File: config.mk
export PLATFORM = sky130hd
export DESIGN_NAME = vga_scanline_address_generator_core
export DESIGN_NICKNAME = d
export VERILOG_FILES = /design/src/rtl/vsag_pkg.sv /design/src/rtl/vsag_line_calc.sv /design/src/rtl/vga_scanline_address_generator_core.sv
export VERILOG_INCLUDE_DIRS = /design/src /design/src/rtl
export SDC_FILE = /design/constraint.sdc
export NUM_CORES = 1
export LEC_CHECK = 0
export BUFFER_PORTS_ARGS = -buffer_cell sky130_fd_sc_hd__buf_2
export CORE_ASPECT_RATIO = 1.4
export CORE_MARGIN = 2
export CORE_UTILIZATION = 50
export DETAILED_ROUTE_END_ITERATION = 7
export PLACE_DENSITY = 0.79
export SLEW_MARGIN = 15
export SYNTH_ARGS = -nofsm -noshare
export SYNTH_HDL_FRONTEND = slang
export SYNTH_HIERARCHICAL = 1
export SYNTH_SLANG_ARGS = --single-unit
File: constraint.sdc
create_clock -name clock -period 5.1 [get_ports clock]
set_input_delay 0 -clock clock [delete_from_list [all_inputs] [get_ports clock]]
set_output_delay 0 -clock clock [all_outputs]
set_load 0.02 [all_outputs]
File: src/rtl/vga_scanline_address_generator_core_assert.svh
// Assertion macros for the scanline address generator core.
`ifndef VGA_SCANLINE_ADDRESS_GENERATOR_CORE_ASSERT_SVH
`define VGA_SCANLINE_ADDRESS_GENERATOR_CORE_ASSERT_SVH

// Same-cycle implication, disabled in reset.
`define VSAG_ASSERT_IMPLIES(label, clk, rst, ante, cons) \
   label: assert property (@(posedge clk) disable iff (rst) (ante) |-> (cons)) \
      else $error("vsag: implication check failed");

// Next-cycle implication, disabled in reset.
`define VSAG_ASSERT_NEXT(label, clk, rst, ante, cons) \
   label: assert property (@(posedge clk) disable iff (rst) (ante) |=> (cons)) \
      else $error("vsag: next-cycle check failed");

`endif

File: src/rtl/vsag_pkg.sv
// Shared types and constants for the scanline address generator.
`default_nettype none

package vsag_pkg;

   localparam int ADDR_BITS_DEFAULT = 24;
   localparam int MAX_LINES_DEFAULT = 2048;

   localparam int CSR_INDEX_BITS = 3;
   localparam int CSR_DATA_BITS  = 16;

   // register indexes
   localparam logic [CSR_INDEX_BITS-1:0] CSR_START_ADDRESS  = 3'd0;
   localparam logic [CSR_INDEX_BITS-1:0] CSR_ROW_PITCH      = 3'd1;
   localparam logic [CSR_INDEX_BITS-1:0] CSR_SPLIT_LINE     = 3'd2;
   localparam logic [CSR_INDEX_BITS-1:0] CSR_MAX_SCAN_LINE  = 3'd3;
   localparam logic [CSR_INDEX_BITS-1:0] CSR_SCAN_DOUBLING  = 3'd4;
   localparam logic [CSR_INDEX_BITS-1:0] CSR_CGA_SHIFT_MODE = 3'd5;
   localparam logic [CSR_INDEX_BITS-1:0] CSR_MODE_CONTROL   = 3'd6;
   localparam logic [CSR_INDEX_BITS-1:0] CSR_FRAME_HEIGHT   = 3'd7;

   // reset values
   localparam logic [15:0] SPLIT_LINE_RESET   = 16'hffff;
   localparam logic [7:0]  MODE_CONTROL_RESET = 8'h03;
   localparam logic [11:0] FRAME_HEIGHT_RESET = 12'd480;

   typedef struct packed {
      logic [15:0] start_address;
      logic [15:0] row_pitch;
      logic [15:0] split_line;
      logic [4:0]  max_scan_line;
      logic        scan_doubling;
      logic        cga_shift_mode;
      logic [7:0]  mode_control;
      logic [11:0] frame_height;
   } cfg_type;

   typedef struct packed {
      logic frame_start;
      logic line_dirty;
   } req_type;

   typedef struct packed {
      logic [23:0] line_address;
      logic [10:0] line_number;
      logic        draw_line;
      logic        flush_valid;
      logic [10:0] flush_first;
      logic [11:0] flush_count;
      logic        last_line;
   } rsp_type;

endpackage

`default_nettype wire

File: src/rtl/vsag_line_calc.sv
// Per-line step: address, interleave, repeat counting, split and flush runs.
`default_nettype none

module vsag_line_calc #(
   parameter int ADDR_BITS = vsag_pkg::ADDR_BITS_DEFAULT,
   parameter int MAX_LINES = vsag_pkg::MAX_LINES_DEFAULT
) (
   input  vsag_pkg::cfg_type              cfg,
   input  vsag_pkg::req_type              req,
   input  logic [ADDR_BITS-1:0]           row_base,
   input  logic [11:0]                    row_counter,
   input  logic [5:0]                     repeat_left,
   input  logic [$clog2(MAX_LINES)-1:0]   line_counter,
   input  logic [$clog2(MAX_LINES)-1:0]   run_start,
   input  logic                           run_open,
   output logic [ADDR_BITS-1:0]           row_base_next,
   output logic [11:0]                    row_counter_next,
   output logic [5:0]                     repeat_left_next,
   output logic [$clog2(MAX_LINES)-1:0]   line_counter_next,
   output logic [$clog2(MAX_LINES)-1:0]   run_start_next,
   output logic                           run_open_next,
   output vsag_pkg::rsp_type              rsp
);

   localparam int LINE_BITS = $clog2(MAX_LINES);
   localparam logic [LINE_BITS-1:0] LINE_TOP = LINE_BITS'(MAX_LINES - 1);

   logic [5:0]           repeat_load;
   logic [17:0]          start_bytes;
   logic [ADDR_BITS-1:0] base_e;
   logic [11:0]          rowc_e;
   logic [5:0]           rep_e;
   logic [LINE_BITS-1:0] y;
   logic [LINE_BITS-1:0] rs_e;
   logic                 open_e;
   logic [ADDR_BITS-1:0] addr;
   logic                 last;
   logic [LINE_BITS-1:0] rs_cur;
   logic [1:0]           row_mask;

   // repeat count per row: (msl + 1) << ds, minus one; CGA mode uses ds alone
   always_comb begin
      if (cfg.cga_shift_mode) begin
         repeat_load = {5'd0, cfg.scan_doubling};
      end else if (cfg.scan_doubling) begin
         repeat_load = {cfg.max_scan_line, 1'b1};
      end else begin
         repeat_load = {1'b0, cfg.max_scan_line};
      end
   end

   // frame start reloads everything before the line is used
   assign start_bytes = {cfg.start_address, 2'b00};
   assign base_e = req.frame_start ? ADDR_BITS'(start_bytes) : row_base;
   assign rowc_e = req.frame_start ? 12'd0 : row_counter;
   assign rep_e  = req.frame_start ? repeat_load : repeat_left;
   assign y      = req.frame_start ? '0 : line_counter;
   assign rs_e   = req.frame_start ? '0 : run_start;
   assign open_e = req.frame_start ? 1'b0 : run_open;

   // CGA odd-row interleave, then the 0x8000 interleave
   always_comb begin
      addr = base_e;
      if (!cfg.mode_control[0]) begin
         if (cfg.mode_control[6]) begin
            addr[15] = rowc_e[0];
         end else begin
            addr[14] = rowc_e[0];
         end
      end
      if (!cfg.mode_control[1]) begin
         addr[15] = rowc_e[1];
      end
   end

   assign last   = (13'(y) + 13'd1) == {1'b0, cfg.frame_height};
   assign rs_cur = open_e ? rs_e : y;

   // result fields and flush runs
   always_comb begin
      rsp.line_address = 24'(addr);
      rsp.line_number  = 11'(y);
      rsp.draw_line    = req.line_dirty;
      rsp.last_line    = last;
      rsp.flush_valid  = 1'b0;
      rsp.flush_first  = '0;
      rsp.flush_count  = '0;
      run_open_next    = open_e;
      run_start_next   = rs_cur;
      if (req.line_dirty) begin
         run_open_next = 1'b1;
         if (last) begin
            rsp.flush_valid = 1'b1;
            rsp.flush_first = 11'(rs_cur);
            rsp.flush_count = 12'(y) + 12'd1 - 12'(rs_cur);
            run_open_next   = 1'b0;
         end
      end else if (open_e) begin
         rsp.flush_valid = 1'b1;
         rsp.flush_first = 11'(rs_e);
         rsp.flush_count = 12'(y) - 12'(rs_e);
         run_open_next   = 1'b0;
      end
   end

   // row advance; interleave bits that are on hold the base for extra rows
   assign row_mask = ~cfg.mode_control[1:0];

   always_comb begin
      row_base_next    = base_e;
      row_counter_next = rowc_e;
      repeat_left_next = rep_e - 6'd1;
      if (rep_e == 6'd0) begin
         if ((rowc_e[1:0] & row_mask) == row_mask) begin
            row_base_next = base_e + ADDR_BITS'(cfg.row_pitch);
         end
         row_counter_next = rowc_e + 12'd1;
         repeat_left_next = repeat_load;
      end
      if (16'(y) == cfg.split_line) begin
         row_base_next = '0;
      end
   end

   assign line_counter_next = (y == LINE_TOP) ? '0 : y + LINE_BITS'(1);

endmodule

`default_nettype wire

File: src/rtl/vga_scanline_address_generator_core.sv
// Top level of the VGA scanline address generator.
`default_nettype none

// One item per displayed scanline goes in (frame-start mark, dirty bit) and
// one result item comes out: the line's video memory byte address, its line
// number, the draw flag, an optional flush rectangle (first line and line
// count of a finished run of redrawn lines) and a last-line flag. The row
// base, character-row and scan-repeat counters live here and are updated by
// a single combinational line step between the input register and the
// result register. Throughput is one item per clock unless the result stalls;
// an item passes the input register, then the result register. A stalled
// result only holds the pipe once both registers are full. The user writes
// configuration registers through the csr_ port only while no item is in
// flight (not enforced by the block); writes take effect on the next item.
// Addresses wrap modulo 2^ADDR_BITS and the line counter wraps at MAX_LINES.

`include "vga_scanline_address_generator_core_assert.svh"

module vga_scanline_address_generator_core #(
   parameter int ADDR_BITS = vsag_pkg::ADDR_BITS_DEFAULT,
   parameter int MAX_LINES = vsag_pkg::MAX_LINES_DEFAULT
) (
   input  logic                                  clock,
   input  logic                                  reset,
   // configuration
   input  logic                                  csr_write_enable,
   input  logic [vsag_pkg::CSR_INDEX_BITS-1:0]   csr_index,
   input  logic [vsag_pkg::CSR_DATA_BITS-1:0]    csr_write_data,
   // line items in
   input  logic                                  req_valid,
   output logic                                  req_stall,
   input  vsag_pkg::req_type                     req_payload,
   // result items out
   output logic                                  rsp_valid,
   input  logic                                  rsp_stall,
   output vsag_pkg::rsp_type                     rsp_payload
);

   localparam int LINE_BITS = $clog2(MAX_LINES);

   // configuration registers
   vsag_pkg::cfg_type cfg_ff;
   vsag_pkg::cfg_type cfg_in;

   // line state
   logic [ADDR_BITS-1:0] row_base_ff,     row_base_in;
   logic [11:0]          row_counter_ff,  row_counter_in;
   logic [5:0]           repeat_left_ff,  repeat_left_in;
   logic [LINE_BITS-1:0] line_counter_ff, line_counter_in;
   logic [LINE_BITS-1:0] run_start_ff,    run_start_in;
   logic                 run_open_ff,     run_open_in;

   // input register and result register
   logic              s1_valid_ff,  s1_valid_in;
   vsag_pkg::req_type s1_req_ff,    s1_req_in;
   logic              rsp_valid_ff, rsp_valid_in;
   vsag_pkg::rsp_type rsp_ff,       rsp_in;

   // step outputs
   logic [ADDR_BITS-1:0] row_base_step;
   logic [11:0]          row_counter_step;
   logic [5:0]           repeat_left_step;
   logic [LINE_BITS-1:0] line_counter_step;
   logic [LINE_BITS-1:0] run_start_step;
   logic                 run_open_step;
   vsag_pkg::rsp_type    rsp_step;

   logic advance;   // result register can take a new item
   logic step;      // input register item moves through the line step
   logic req_take;

   assign advance  = !rsp_valid_ff || !rsp_stall;
   assign step     = s1_valid_ff && advance;
   assign req_stall = s1_valid_ff && !advance;
   assign req_take = req_valid && !req_stall;

   vsag_line_calc #(
      .ADDR_BITS (ADDR_BITS),
      .MAX_LINES (MAX_LINES)
   ) u_line_calc (
      .cfg               (cfg_ff),
      .req               (s1_req_ff),
      .row_base          (row_base_ff),
      .row_counter       (row_counter_ff),
      .repeat_left       (repeat_left_ff),
      .line_counter      (line_counter_ff),
      .run_start         (run_start_ff),
      .run_open          (run_open_ff),
      .row_base_next     (row_base_step),
      .row_counter_next  (row_counter_step),
      .repeat_left_next  (repeat_left_step),
      .line_counter_next (line_counter_step),
      .run_start_next    (run_start_step),
      .run_open_next     (run_open_step),
      .rsp               (rsp_step)
   );

   // config writes, masked to register width
   always_comb begin
      cfg_in = cfg_ff;
      if (csr_write_enable) begin
         case (csr_index)
            vsag_pkg::CSR_START_ADDRESS:  cfg_in.start_address  = csr_write_data;
            vsag_pkg::CSR_ROW_PITCH:      cfg_in.row_pitch      = csr_write_data;
            vsag_pkg::CSR_SPLIT_LINE:     cfg_in.split_line     = csr_write_data;
            vsag_pkg::CSR_MAX_SCAN_LINE:  cfg_in.max_scan_line  = csr_write_data[4:0];
            vsag_pkg::CSR_SCAN_DOUBLING:  cfg_in.scan_doubling  = csr_write_data[0];
            vsag_pkg::CSR_CGA_SHIFT_MODE: cfg_in.cga_shift_mode = csr_write_data[0];
            vsag_pkg::CSR_MODE_CONTROL:   cfg_in.mode_control   = csr_write_data[7:0];
            vsag_pkg::CSR_FRAME_HEIGHT:   cfg_in.frame_height   = csr_write_data[11:0];
            default: cfg_in = cfg_ff;
         endcase
      end
   end

   // state moves only when an item passes the line step
   always_comb begin
      row_base_in     = row_base_ff;
      row_counter_in  = row_counter_ff;
      repeat_left_in  = repeat_left_ff;
      line_counter_in = line_counter_ff;
      run_start_in    = run_start_ff;
      run_open_in     = run_open_ff;
      rsp_in          = rsp_ff;
      if (step) begin
         row_base_in     = row_base_step;
         row_counter_in  = row_counter_step;
         repeat_left_in  = repeat_left_step;
         line_counter_in = line_counter_step;
         run_start_in    = run_start_step;
         run_open_in     = run_open_step;
         rsp_in          = rsp_step;
      end
   end

   // pipe control
   always_comb begin
      s1_req_in = req_take ? req_payload : s1_req_ff;
      if (req_take) begin
         s1_valid_in = 1'b1;
      end else if (advance) begin
         s1_valid_in = 1'b0;
      end else begin
         s1_valid_in = s1_valid_ff;
      end
      rsp_valid_in = advance ? s1_valid_ff : rsp_valid_ff;
   end

   always_ff @(posedge clock) begin
      if (reset) begin
         cfg_ff.start_address  <= '0;
         cfg_ff.row_pitch      <= '0;
         cfg_ff.split_line     <= vsag_pkg::SPLIT_LINE_RESET;
         cfg_ff.max_scan_line  <= '0;
         cfg_ff.scan_doubling  <= 1'b0;
         cfg_ff.cga_shift_mode <= 1'b0;
         cfg_ff.mode_control   <= vsag_pkg::MODE_CONTROL_RESET;
         cfg_ff.frame_height   <= vsag_pkg::FRAME_HEIGHT_RESET;
         row_base_ff     <= '0;
         row_counter_ff  <= '0;
         repeat_left_ff  <= '0;
         line_counter_ff <= '0;
         run_start_ff    <= '0;
         run_open_ff     <= 1'b0;
         s1_valid_ff     <= 1'b0;
         rsp_valid_ff    <= 1'b0;
      end else begin
         cfg_ff          <= cfg_in;
         row_base_ff     <= row_base_in;
         row_counter_ff  <= row_counter_in;
         repeat_left_ff  <= repeat_left_in;
         line_counter_ff <= line_counter_in;
         run_start_ff    <= run_start_in;
         run_open_ff     <= run_open_in;
         s1_valid_ff     <= s1_valid_in;
         rsp_valid_ff    <= rsp_valid_in;
      end
   end

   // payload registers, no reset
   always_ff @(posedge clock) begin
      s1_req_ff <= s1_req_in;
      rsp_ff    <= rsp_in;
   end

   assign rsp_valid   = rsp_valid_ff;
   assign rsp_payload = rsp_ff;

   // an item that leaves the input register always lands in the result register
   `VSAG_ASSERT_NEXT(a_step_fills_rsp, clock, reset, step, rsp_valid_ff)

   // no flush means empty rectangle fields
   `VSAG_ASSERT_IMPLIES(a_flush_fields_clear, clock, reset,
      rsp_valid_ff && !rsp_ff.flush_valid,
      rsp_ff.flush_first == 11'd0 && rsp_ff.flush_count == 12'd0)

   // a redrawn last line always closes the run
   `VSAG_ASSERT_NEXT(a_last_closes_run, clock, reset,
      step && rsp_step.last_line && rsp_step.draw_line, !run_open_ff)

endmodule

`default_nettype wire
==> flow_summary_export.csv <==
group,metric,value,unit
hold_path,hold_depth,3,
critical_path,crit_type,"flip-flop to flip-flop",
die,io_pins,89,
clock_network,post_cts_resize_count,0,
placed_design,io_buffers,88,
grt,antenna_found_initial,1,
grt,grt_pass1_vias,8942,
placed_design,dpl_cell_area,12200,µm²
grt,grt_pass1_wl,44.4,mm
die,rows,65,
critical_path,rr_worst_depth,12,
finish,layout.cells.non_filler,1599,
synth,syn_nets,1292,
die,start_util,51.1,%
route,drc_errors,0,
die,die_w,132,µm
finish,utilization,57.6,%
hold_path,worstHoldStart,"csr_index[1]",
route,drt_first_pass_iters,5,
critical_path,cp_data_required_time,5.40,ns
finish,fin_area,13000,µm²
clock_network,clock_latency,0.45,ns
grt,grt.overflow.total,0,
grt,grt_use_total,22.8,%
die,die_area,24400,µm²
finish,nNetsFinal,1361,
critical_path,slowest_delay,0.57,ns
job,maxCapViolCount,0,
finish,layout-drive-gt1-share,13.6,%
route,via_per_inst,5.65,
sta,timing.fmax,0.246,GHz
finish,area_growth,12.6,%
hold_path,hold-path-endpoint,"cfg_ff[21]$_SDFFE_PP0P_",
sta,worst_pin_slew,0.967,ns
critical_path,slowest_stage,"buf_4",
critical_path,timing.rr.start,"s1_req_ff[1]$_DFFE_PP_",
synth,postSynthAreaPerCell,9.51,µm²
sta,rsz0062_at_grt,"false",
critical_path,rr_endpoint,"row_base_ff[23]$_SDFFE_PP0P_",
clock_network,clkTransAtPathRegs,0.08,ns
sta,relSlewSlack,35.6,%
clock_network,clock_path_buffers,2,
sta,hold_viol_final,0,
synth,synth_area,11600,µm²
hold_path,worstHoldPathType,"input port to flip-flop",
critical_path,critPathTopFamily,"compound AO/OA/AOI/OAI gates",
pwr,ir_worst_vdd,0.251,mV
route,wl_per_cell,17.3,µm
sta,finalMaxSlewViolations,0,
clock_network,cts_tree,"built",
clock_network,cts_root_buf,"clkbuf_16",
clock_network,cts_sinks,190,
clock_network,post_cts_buffers,0,
synth,synth_warnings,6,
critical_path,endpoint_kind,"flip-flop",
route,vias,9042,
clock_network,htree_levels,4,
critical_path,cp.arrival,4.36,ns
sta,post-route-period-util,79.6,%
sta,finalSetupTns,0,ns
pwr,powerDensity,262,nW/µm²
route,dr.first_iter.drc_count,581,
placed_design,hpwl,19.3,mm
placed_design,placedCellCount,1542,
critical_path,reg2reg_slack,1.04,ns
run_status,outcome,"finished, final reports clean",
route,ant_nets,0,
sta,min_period,4.06,ns
sta,fin_skew,0.0122,ns
placed_design,place_congestion,0.923,
clock_network,cts_buffers,17,
synth,synthCells,1215,
sta,finalSetupViolations,0,
die,die_y,184,µm
pwr,leakage,0.00526,µW
route,routed_wl,27.6,mm
critical_path,cp.buffers_inverters,1,
critical_path,crit_chain,"buf_4, mux2_2, ha_1, and3_1, nand2_1, or3_1, a21oi_1, o21ai_0, o311ai_0, o41ai_1, nand2b_1, mux2i_1",
critical_path,worstSetupStartpointType,"flip-flop",
die,core,22600,µm²
grt,grt_max_degree,94,
critical_path,worstPathMaxFanout,48,
## layout by cell type (no fill, tap or decap), drive strengths merged, types with 19 or more instances in the layout
cell / count
mux2i: 133
nand2: 56
xnor2: 35
xor2: 20
ha: 49
nand2b: 188
a21oi: 43
inv: 59
buf: 100
clkbuf: 19
nor2b: 19
dlygate4sd3: 24
mux2: 20
edfxtp: 63
o21ai: 24
nor2: 103
dfxtp: 127
## layout make-up
type                            instances  area (µm²)
Sequential cell                       190        4430
Antenna cell                            1        2.50
Clock buffer                           19         464
Tap cell                              301         377
Multi-Input combinational cell        902        6630
Fill cell                            1996        9600
Inverter                               49         184
Clock inverter                         13         154
Timing Repair Buffer                  124         773
## power by group
part / internal, µW / switching (µW) / total, µW / leakage (µW)
registers: 1610 / 27.8 / 1630 / 0.00162
logic: 159 / 224 / 383 / 0.00333
clock network: 710 / 679 / 1390 / 0.000306
total: 2470 / 931 / 3410 / 0.00526
## registers in the layout, indices dropped and copies added, names as in the netlist
signal / cells
line_counter_ff: 11
run_start_ff: 11
rsp_valid: 1
row_base_ff: 24
s1_req_ff: 2
rsp_payload: 61
cfg_ff: 70
row_counter_ff: 2
s1_valid_ff: 1
run_open_ff: 1
repeat_left_ff: 6
## worst min-delay path: stages
cell,delay (ns)
buf_2,0.21
nor4bb_1,0.10
mux2i_1,0.11
## timing repair
action,4_1_cts,5_1_grt
hold buffers,24,0
endpoints found under the setup margin,0,0
endpoints found under the hold margin,52,0
## worst max path at each step
stage / start / end / cells past startpoint
4_1_cts: s1_req_ff[1]$_DFFE_PP_ / row_base_ff[23]$_SDFFE_PP0P_ / 12
2_1_floorplan: s1_req_ff[1]$_DFFE_PP_ / rsp_payload[12]$_DFFE_PP_ / 16
6_report: s1_req_ff[1]$_DFFE_PP_ / row_base_ff[23]$_SDFFE_PP0P_ / 12
5_1_grt: s1_req_ff[1]$_DFFE_PP_ / row_base_ff[23]$_SDFFE_PP0P_ / 12
3_3_place_gp: s1_req_ff[1]$_DFFE_PP_ / row_base_ff[22]$_SDFFE_PP0P_ / 12
3_5_place_dp: s1_req_ff[1]$_DFFE_PP_ / row_base_ff[23]$_SDFFE_PP0P_ / 12
## metal layers
metal  global-route usage (%)  share of wire (%)
met1                     24.8                 39
met2                     42.2                 52
met3                     3.67                4.0
met4                     12.2                4.6
met5                        0                  0
## through the flow
stage	power [µW]	setup WS [ns]	hold slack [ns]
2_1_floorplan	1940	1.19	0.0989
3_3_place_gp	2030	1.24	0.180
3_5_place_dp	2030	1.16	0.184
4_1_cts	3430	1.14	0.00115
5_1_grt	3530	0.810	0.0383
6_report	3410	1.04	0.0322
Power figures use the tool's default switching activity.
